<file path="config.mk">
export PLATFORM = sky130hd
export DESIGN_NAME = preemptive_priority_tick_scheduler
export DESIGN_NICKNAME = d
export VERILOG_FILES = /design/src/rtl/pts_pkg.sv /design/src/rtl/preemptive_priority_tick_scheduler.sv /design/src/rtl/pts_ram.sv
export SDC_FILE = /design/constraint.sdc
export NUM_CORES = 2
export LEC_CHECK = 0
export BUFFER_PORTS_ARGS = -buffer_cell sky130_fd_sc_hd__buf_2
export CAP_MARGIN = 20
export CORE_ASPECT_RATIO = 0.5
export CORE_MARGIN = 4
export CORE_UTILIZATION = 28
export DETAILED_ROUTE_END_ITERATION = 16
export GPL_TIMING_DRIVEN = 0
export SKIP_CTS_REPAIR_TIMING = 1
export SYNTH_ARGS = -nofsm -noshare
export SYNTH_HDL_FRONTEND = slang
export SYNTH_SLANG_ARGS = --single-unit
</file>
<file path="constraint.sdc">
create_clock -name clk -period 10.15 [get_ports clk]
set_clock_uncertainty 0.15 [all_clocks]
set_input_delay 1.015 -clock clk [delete_from_list [all_inputs] [get_ports clk]]
set_output_delay 1.015 -clock clk [all_outputs]
set_load 0.01 [all_outputs]
</file>
<file path="src/rtl/pts_pkg.sv">
`timescale 1ns / 1ps
`default_nettype none
// ----------------------------------------------------------------------------
// pts_pkg
// shared types, constants and helpers of the priority tick scheduler
// ----------------------------------------------------------------------------
package pts_pkg;

    localparam int SLOT_W   = 6;
    localparam int TIME_W   = 12;
    localparam int PRIO_W   = 4;
    localparam int WIDE_W   = 16;
    localparam int PCOUNT_W = 7;
    localparam int CFG_IDX_W = 1;

    // one tick in 12.4 fixed point
    localparam logic [WIDE_W-1:0] ONE_TICK = 16'd16;

    // command modes
    localparam logic MODE_LOAD = 1'b0;
    localparam logic MODE_TICK = 1'b1;

    // configuration register indexes
    localparam logic [CFG_IDX_W-1:0] REG_SIM_LENGTH  = 1'd0;
    localparam logic [CFG_IDX_W-1:0] REG_ENTRY_COUNT = 1'd1;

    localparam logic [WIDE_W-1:0] SIM_LENGTH_RST    = 16'd100;
    localparam logic [PCOUNT_W-1:0] ENTRY_COUNT_RST = 7'd50;

    typedef struct packed {
        logic              mode;
        logic [SLOT_W-1:0] slot;
        logic [TIME_W-1:0] arrival;
        logic [TIME_W-1:0] run_time;
        logic [PRIO_W-1:0] priority_req;
    } pts_cmd_t;

    typedef struct packed {
        logic [SLOT_W-1:0] running_slot;
        logic              idle;
        logic              finished;
        logic [WIDE_W-1:0] turnaround;
        logic [WIDE_W-1:0] finish_tick;
        logic              run_ended;
    } pts_result_t;

    // one process table entry as held in memory
    typedef struct packed {
        logic [TIME_W-1:0] arrival;
        logic [TIME_W-1:0] run_time;
        logic [TIME_W-1:0] remaining;
        logic [PRIO_W-1:0] prio;
        logic [WIDE_W-1:0] wait_acc;
        logic              done;
    } pts_entry_t;

    localparam int ENTRY_W = $bits(pts_entry_t);

    function automatic logic [WIDE_W-1:0] sat_add16(input logic [WIDE_W-1:0] a,
                                                    input logic [WIDE_W-1:0] b);
        logic [WIDE_W:0] sum;
        sum = {1'b0, a} + {1'b0, b};
        return sum[WIDE_W] ? {WIDE_W{1'b1}} : sum[WIDE_W-1:0];
    endfunction

    // entry with one more tick of wait
    function automatic pts_entry_t add_wait(input pts_entry_t e);
        pts_entry_t r;
        r = e;
        r.wait_acc = sat_add16(e.wait_acc, ONE_TICK);
        return r;
    endfunction

endpackage

`default_nettype wire

</file>
<file path="src/rtl/preemptive_priority_tick_scheduler.sv">
`timescale 1ns / 1ps
`default_nettype none
// ----------------------------------------------------------------------------
// preemptive_priority_tick_scheduler
// preemptive highest-priority-first scheduler stepped one tick per command
// ----------------------------------------------------------------------------
// A load word (mode 0) writes one process entry. A tick word (mode 1)
// walks the process table once through a single memory read port, one
// entry per cycle, over n entries where n is min(entry count,
// MAX_PROCESSES); busy stays high for the pass and its finish step. After
// the run has ended a tick word is answered in the next cycle without a
// pass. Every tick word gives exactly one result word on result, marked by
// result_valid for one cycle; the receiver cannot hold it off. Load words
// give no result. Configuration writes are taken whenever the block is not
// busy.
// ----------------------------------------------------------------------------
module preemptive_priority_tick_scheduler #(
    parameter int MAX_PROCESSES = 64
) (
    input  wire logic                             clk,
    input  wire logic                             rst_n,
    input  wire logic                             start,
    output logic                                  busy,
    input  wire pts_pkg::pts_cmd_t                cmd,
    output pts_pkg::pts_result_t                  result,
    output logic                                  result_valid,
    input  wire logic                             cfg_valid,
    output logic                                  cfg_ready,
    input  wire logic [pts_pkg::CFG_IDX_W-1:0]    cfg_index,
    input  wire logic [pts_pkg::WIDE_W-1:0]       cfg_data
);

    import pts_pkg::*;

    // table address and entry count widths
    localparam int AW   = (MAX_PROCESSES > 1) ? $clog2(MAX_PROCESSES) : 1;
    localparam int CNTW = $clog2(MAX_PROCESSES + 1);
    localparam int PW   = (CNTW > PCOUNT_W) ? CNTW : PCOUNT_W;

    typedef enum logic [2:0] {
        S_IDLE   = 3'b001,
        S_SCAN   = 3'b010,
        S_FINISH = 3'b100
    } state_t;

    state_t              state_reg, state_next;
    logic [CNTW-1:0]     rd_cnt_reg, rd_cnt_next;
    logic                rv_reg, rv_next;          // read data valid this cycle
    logic [AW-1:0]       ridx_reg, ridx_next;      // entry of the read data
    logic                lv_reg, lv_next;          // that entry was ever loaded
    logic                found_reg, found_next;
    logic [AW-1:0]       best_idx_reg, best_idx_next;
    pts_entry_t          best_reg, best_next;
    logic [WIDE_W-1:0]   tick_reg, tick_next;
    logic                ended_reg, ended_next;
    logic [WIDE_W-1:0]   sim_length_reg, sim_length_next;
    logic [PCOUNT_W-1:0] pcount_reg, pcount_next;
    pts_result_t         result_reg, result_next;
    logic                result_valid_reg, result_valid_next;
    logic [MAX_PROCESSES-1:0] loaded_reg, loaded_next;

    // memory port
    logic                ram_we;
    logic [AW-1:0]       ram_waddr;
    logic [ENTRY_W-1:0]  ram_wdata;
    logic                ram_re;
    logic [AW-1:0]       ram_raddr;
    logic [ENTRY_W-1:0]  ram_rdata;

    logic                accept;
    logic                slot_ok;
    logic [CNTW-1:0]     n_eff;
    pts_entry_t          cur;
    pts_entry_t          load_entry;
    pts_entry_t          fin_entry;
    logic                eligible;
    logic                take;
    logic                fin;
    logic [WIDE_W:0]     trn_sum;

    pts_ram #(
        .WIDTH (ENTRY_W),
        .DEPTH (MAX_PROCESSES)
    ) u_table (
        .clk   (clk),
        .we    (ram_we),
        .waddr (ram_waddr),
        .wdata (ram_wdata),
        .re    (ram_re),
        .raddr (ram_raddr),
        .rdata (ram_rdata)
    );

    assign busy      = (state_reg != S_IDLE);
    assign cfg_ready = (state_reg == S_IDLE);
    assign accept    = start && !busy;
    assign result       = result_reg;
    assign result_valid = result_valid_reg;

    // entries beyond the table size are dropped on load
    assign slot_ok = (int'(cmd.slot) < MAX_PROCESSES);

    // process count clamped to the table size
    assign n_eff = (PW'(pcount_reg) > PW'(MAX_PROCESSES)) ? CNTW'(MAX_PROCESSES)
                                                          : CNTW'(pcount_reg);

    always_comb
    begin
        load_entry           = '0;
        load_entry.arrival   = cmd.arrival;
        load_entry.run_time  = cmd.run_time;
        load_entry.remaining = cmd.run_time;
        load_entry.prio      = cmd.priority_req;
    end

    // a never loaded entry reads as all zero
    assign cur = lv_reg ? pts_entry_t'(ram_rdata) : '0;

    // arrived strictly before this tick and not yet complete
    assign eligible = !cur.done &&
                      ({{(WIDE_W + 4 - TIME_W){1'b0}}, cur.arrival} < {tick_reg, 4'b0000});
    // strict compare keeps the lowest slot on a priority tie
    assign take = eligible && (!found_reg || (cur.prio < best_reg.prio));

    // completion of the selected process at the end of the pass
    assign fin     = found_reg && (best_reg.remaining <= ONE_TICK[TIME_W-1:0]);
    assign trn_sum = {{(WIDE_W + 1 - TIME_W){1'b0}}, best_reg.run_time}
                     + {1'b0, best_reg.wait_acc};

    always_comb
    begin
        fin_entry           = best_reg;
        fin_entry.remaining = fin ? '0 : best_reg.remaining - ONE_TICK[TIME_W-1:0];
        fin_entry.done      = fin;
    end

    // memory read and write selection
    always_comb
    begin
        ram_re    = (state_reg == S_SCAN) && (rd_cnt_reg < n_eff);
        ram_raddr = rd_cnt_reg[AW-1:0];
        ram_we    = 1'b0;
        ram_waddr = '0;
        ram_wdata = '0;
        case (state_reg)
            S_IDLE:
            begin
                if (accept && (cmd.mode == MODE_LOAD) && slot_ok)
                begin
                    ram_we    = 1'b1;
                    ram_waddr = AW'(cmd.slot);
                    ram_wdata = load_entry;
                end
            end
            S_SCAN:
            begin
                // one wait update per entry: either the entry just read, or
                // the best so far when the entry just read displaces it
                if (rv_reg && eligible)
                begin
                    if (!take)
                    begin
                        ram_we    = 1'b1;
                        ram_waddr = ridx_reg;
                        ram_wdata = add_wait(cur);
                    end
                    else if (found_reg)
                    begin
                        ram_we    = 1'b1;
                        ram_waddr = best_idx_reg;
                        ram_wdata = add_wait(best_reg);
                    end
                end
            end
            S_FINISH:
            begin
                if (found_reg)
                begin
                    ram_we    = 1'b1;
                    ram_waddr = best_idx_reg;
                    ram_wdata = fin_entry;
                end
            end
            default:
            begin
                ram_we = 1'b0;
            end
        endcase
    end

    // sequencer and datapath
    always_comb
    begin
        state_next        = state_reg;
        rd_cnt_next       = rd_cnt_reg;
        rv_next           = 1'b0;
        ridx_next         = ridx_reg;
        lv_next           = lv_reg;
        found_next        = found_reg;
        best_idx_next     = best_idx_reg;
        best_next         = best_reg;
        tick_next         = tick_reg;
        ended_next        = ended_reg;
        sim_length_next   = sim_length_reg;
        pcount_next       = pcount_reg;
        result_next       = result_reg;
        result_valid_next = 1'b0;
        loaded_next       = loaded_reg;

        if (cfg_valid && cfg_ready)
        begin
            case (cfg_index)
                REG_SIM_LENGTH:  sim_length_next = cfg_data;
                REG_ENTRY_COUNT: pcount_next     = cfg_data[PCOUNT_W-1:0];
                default:         sim_length_next = sim_length_reg;
            endcase
        end

        case (state_reg)
            S_IDLE:
            begin
                if (accept)
                begin
                    if (cmd.mode == MODE_LOAD)
                    begin
                        if (slot_ok)
                        begin
                            loaded_next[AW'(cmd.slot)] = 1'b1;
                        end
                    end
                    else if (ended_reg)
                    begin
                        // run over: answer at once, state untouched
                        result_next           = '0;
                        result_next.idle      = 1'b1;
                        result_next.run_ended = 1'b1;
                        result_valid_next     = 1'b1;
                    end
                    else
                    begin
                        rd_cnt_next = '0;
                        found_next  = 1'b0;
                        state_next  = S_SCAN;
                    end
                end
            end
            S_SCAN:
            begin
                if (ram_re)
                begin
                    rd_cnt_next = rd_cnt_reg + 1'b1;
                    rv_next     = 1'b1;
                    ridx_next   = rd_cnt_reg[AW-1:0];
                    lv_next     = loaded_reg[rd_cnt_reg[AW-1:0]];
                end
                if (rv_reg && take)
                begin
                    found_next    = 1'b1;
                    best_idx_next = ridx_reg;
                    best_next     = cur;
                end
                if (!ram_re && !rv_reg)
                begin
                    state_next = S_FINISH;
                end
            end
            S_FINISH:
            begin
                result_next = '0;
                if (!found_reg)
                begin
                    result_next.idle = 1'b1;
                end
                else
                begin
                    result_next.running_slot = SLOT_W'(best_idx_reg);
                    if (fin)
                    begin
                        result_next.finished    = 1'b1;
                        result_next.turnaround  = trn_sum[WIDE_W] ? {WIDE_W{1'b1}}
                                                                  : trn_sum[WIDE_W-1:0];
                        result_next.finish_tick = tick_reg;
                        if (tick_reg >= sim_length_reg)
                        begin
                            ended_next = 1'b1;
                        end
                    end
                end
                result_next.run_ended = ended_next;
                result_valid_next     = 1'b1;
                if (tick_reg != {WIDE_W{1'b1}})
                begin
                    tick_next = tick_reg + 1'b1;
                end
                state_next = S_IDLE;
            end
            default:
            begin
                state_next = S_IDLE;
            end
        endcase
    end

    // control state
    always_ff @(posedge clk or negedge rst_n)
    begin
        if (!rst_n)
        begin
            state_reg        <= S_IDLE;
            rd_cnt_reg       <= '0;
            rv_reg           <= 1'b0;
            found_reg        <= 1'b0;
            tick_reg         <= '0;
            ended_reg        <= 1'b0;
            sim_length_reg   <= SIM_LENGTH_RST;
            pcount_reg       <= ENTRY_COUNT_RST;
            result_valid_reg <= 1'b0;
            loaded_reg       <= '0;
        end
        else
        begin
            state_reg        <= state_next;
            rd_cnt_reg       <= rd_cnt_next;
            rv_reg           <= rv_next;
            found_reg        <= found_next;
            tick_reg         <= tick_next;
            ended_reg        <= ended_next;
            sim_length_reg   <= sim_length_next;
            pcount_reg       <= pcount_next;
            result_valid_reg <= result_valid_next;
            loaded_reg       <= loaded_next;
        end
    end

    // payload
    always_ff @(posedge clk)
    begin
        ridx_reg     <= ridx_next;
        lv_reg       <= lv_next;
        best_idx_reg <= best_idx_next;
        best_reg     <= best_next;
        result_reg   <= result_next;
    end

    // a result word follows a finished pass or a tick after the run ended
    a_result_source: assert property (@(posedge clk) disable iff (!rst_n)
        result_valid |-> ($past(state_reg == S_FINISH) ||
                          $past(accept && (cmd.mode == MODE_TICK) && ended_reg)))
        else $error("result word without a tick");

    // an idle tick never reports a completion
    a_idle_not_finished: assert property (@(posedge clk) disable iff (!rst_n)
        result_valid |-> !(result.idle && result.finished))
        else $error("idle result marked finished");

    // scan writes only ever act on returned read data
    a_scan_write: assert property (@(posedge clk) disable iff (!rst_n)
        (ram_we && (state_reg == S_SCAN)) |-> rv_reg)
        else $error("table write in scan without read data");

    // the end of the run is permanent
    a_ended_sticky: assert property (@(posedge clk) disable iff (!rst_n)
        !$fell(ended_reg))
        else $error("run ended flag cleared");

    // the read counter never passes the table size
    a_rd_cnt_bound: assert property (@(posedge clk) disable iff (!rst_n)
        (state_reg == S_SCAN) |-> (rd_cnt_reg <= n_eff))
        else $error("scan read counter out of range");

endmodule

`default_nettype wire

</file>
<file path="src/rtl/pts_ram.sv">
`timescale 1ns / 1ps
`default_nettype none
// ----------------------------------------------------------------------------
// pts_ram
// generic single write, single read ram with registered read data
// ----------------------------------------------------------------------------
module pts_ram #(
    parameter int WIDTH = 8,
    parameter int DEPTH = 64
) (
    input  wire logic                     clk,
    input  wire logic                     we,
    input  wire logic [$clog2(DEPTH)-1:0] waddr,
    input  wire logic [WIDTH-1:0]         wdata,
    input  wire logic                     re,
    input  wire logic [$clog2(DEPTH)-1:0] raddr,
    output logic      [WIDTH-1:0]         rdata
);

    logic [WIDTH-1:0] mem_reg [DEPTH];
    logic [WIDTH-1:0] rdata_reg;

    always_ff @(posedge clk)
    begin
        if (we)
        begin
            mem_reg[waddr] <= wdata;
        end
        if (re)
        begin
            rdata_reg <= mem_reg[raddr];
        end
    end

    assign rdata = rdata_reg;

endmodule

`default_nettype wire
</file>
==> results.txt <==
f_max = 0.129 GHz
max reg flops = 3,392
antenna-violating nets left = 0
CP Capture Type = register
Synth top cells by count = edfxtp_1, mux4_2, clkbuf_1, dfrtp_1, nor2_1
Chip Width = 1020 um
Worst-Margin Slew = 1.24 ns
setup violators final = 0
required time worst endpoint = 10.60 ns
layout cell share with drive strength beyond 1 = 0.324
post-synthesis cell type with the largest combined area = edfxtp_1
# fillers = 46,500
hold path depth = 3
Final Hold Viols = 0
Post-Synthesis Cell Area = 142,000 um^2
Leakage = 0.0531 uW
maximum vdd drop = 142 uV
via count = 70,200
io pins = 100
Critical Path Most Common Cell = buf_6
Layout Nets = 6,986
GRT Total Usage = 0.149
CP max FO = 10
DRT met1 WL = 157,000 um
DR top layer = met5
Syn Inst Count = 6,014
# DRC = 0
total CTS buffers = 368
hold_sp = cfg_data[1]
Ys Warns = 0
R2R setup slack = 2.37 ns
wire per inst = 28.9 um
sequential cell area fraction in the yosys report = 0.772
post-synth top area share = 0.751
power density over cell area = 206 nW/um^2
CP Launch Type = register
Slew Viols, Final = 0
DR vias/cell = 5.06
Post-Syn Nets = 6,120
most numerous cell in the Yosys netlist = edfxtp_1
Initial Utilization = 0.282
Placer Congestion = 0.889
Cells after DPL = 13,200
routed wl met3 = 35,300 um
grt ovf = 0
Layout Cells excl Fill = 13,900
r2r startpoint = lv_reg$_DFFE_PP_
Clock Sinks = 3,669
CTS tree = yes
prevailing post-synth register cell = edfxtp_1
largest net degree at the start of global routing = 85
Layout area overhead = 20.0%
Detailed Routing Iterations Pass 1 = 6
DP HPWL = 292,000 um
WL final = 402,000 um
full die area = 519,000 um^2
Tcrit/Tclk final = 0.767
worst r2r path cells = 15
WL met2 = 193,000 um
Async SR Flop Fraction = 0.0319
die height = 512 um
Clk pin slew, worst setup/hold paths = 0.06 ns
vias in the first global route = 70,000
CP max stage cell = nor3_2
Synth Area per Inst = 23.6 um^2
PortBufs = 92
Skew-Pair Late Insertion Delay = 0.94 ns
HP Class = in2reg
first-pass GRT wire length = 557,000 um
drt initial violations = 9,689
RSZ-0062 raised after global routing = false
Tot Pwr = 35,200 uW
leading post-synthesis cells by cell area = edfxtp_1, mux4_2, dfrtp_1
Core Footprint = 504,000 um^2
WS Path Type = reg2reg
initial antenna violation count = 31
# Max-Cap Violations = 0
unique cell type count in the Yosys netlist = 61
Max stage delay on crit path = 0.98 ns
Yosys reg bits = 3,669
Max-slew headroom = 0.175
placement row count = 184
Max Buffers Root-to-Sink = 4
data arrival time of the critical path = 8.23 ns
min cycle time layout = 7.78 ns
Post-synth EDFFs = 3,552
Cell Chain, Critical Path = clkbuf_1 > clkbuf_1 > and2_1 > ha_1 > a2111oi_2 > nor3_1 > o21ai_0 > a21oi_1 > o31ai_1 > nand3_1 > nor3_2 > buf_6 > buf_4 > buf_6 > buf_6
RR Endpoint = u_table.mem_reg[58][17]$_DFFE_PP_
Root Driver = clkbuf_16
hold endpoint = sim_length_reg[1]$_DFFE_PN0P_
H-tree Lvls = 5
outcome = finished, final reports clean
report_power, final:
part | internal (uW) | total, uW | switching [uW]
Sequential | 16700 | 16700 | 57.6
Combinational | 2160 | 4690 | 2520
Clock | 8030 | 13700 | 5710
Total | 26900 | 35200 | 8290
layout by cell type (no fill, tap or decap), types with 47 or more instances in the layout:
master	n
a21o_1	72
a21oi_1	53
and2_1	56
buf_1	72
buf_12	166
buf_2	111
buf_6	62
buf_8	95
bufinv_16	47
clkbuf_1	288
clkbuf_16	378
clkinv_1	80
clkinv_2	48
dfrtp_1	110
edfxtp_1	3552
ha_1	49
inv_1	56
mux4_2	1134
nand2_1	81
nor2_1	55
nor2_4	55
how the worst max path moves through the flow:
stage / from / end / slack [ns] / depth (start not counted)
floorplan: lv_reg$_DFFE_PP_ / u_table.mem_reg[0][27]$_DFFE_PP_ / 2.29 / 13
global placement: lv_reg$_DFFE_PP_ / u_table.mem_reg[26][28]$_DFFE_PP_ / -5.33 / 14
detailed placement: lv_reg$_DFFE_PP_ / u_table.mem_reg[58][23]$_DFFE_PP_ / 2.68 / 15
CTS: lv_reg$_DFFE_PP_ / u_table.mem_reg[58][17]$_DFFE_PP_ / 2.62 / 15
global route: lv_reg$_DFFE_PP_ / u_table.mem_reg[58][17]$_DFFE_PP_ / 2.28 / 15
finish: lv_reg$_DFFE_PP_ / u_table.mem_reg[58][17]$_DFFE_PP_ / 2.37 / 15
critical path, delay by kind of cell (launching register included):
| kind | cells | cell delay, ns |
|---|---|---|
| and+or+nand+nor | 4 | 2.15 |
| DFF | 1 | 0.74 |
| AOI/OAI and AO/OA | 4 | 2.10 |
| adders and majority gates | 1 | 0.27 |
| buffers and inverters | 6 | 1.98 |
logic make-up after synthesis:
kind of cell             synth area share
AND/OR/NAND/NOR                    0.0149
multiplexers                        0.181
AO/OA/AOI/OAI                      0.0155
XOR/XNOR                          0.00271
adder cells (fa/ha/maj)           0.00446
buffers and inverters             0.00994
flip-flops                          0.772
stage by stage:
stage | cell area, um^2 | util | worst slack [ns] | hold WS [ns] | setup TNS, ns
2_1_floorplan | 142000 | - | 2.29 | 0.269 | 0
3_3_place_gp | 151000 | 0.299 | -5.33 | 0.282 | -5567.24
3_5_place_dp | 157000 | 0.313 | 2.68 | 0.291 | 0
4_1_cts | 170000 | 0.337 | 2.62 | -0.159 | 0
5_1_grt | 170000 | 0.338 | 2.28 | 0.176 | 0
6_report | 170000 | 0.338 | 2.37 | 0.191 | 0
routing by layer:
layer  up-vias  track usage
met5         -            0
met3       629       0.0303
met4         4       0.0538
li1      27600            -
met2      3469        0.244
met1     38500        0.199
area by class of cell:
class / instances / area (um^2) / area share
clock inverter: 202 / 2270 / 0.0133
timing repair buffer: 496 / 7170 / 0.0421
antenna: 14 / 35.0 / 0.000206
tap: 6696 / 8380 / 0.0492
clock buffer: 464 / 9780 / 0.0574
buffer: 315 / 1230 / 0.00724
inverter: 57 / 216 / 0.00127
multi-input combinational: 1973 / 31600 / 0.186
sequential: 3669 / 110000 / 0.643
Note: power is estimated with default switching activity, not from simulation.
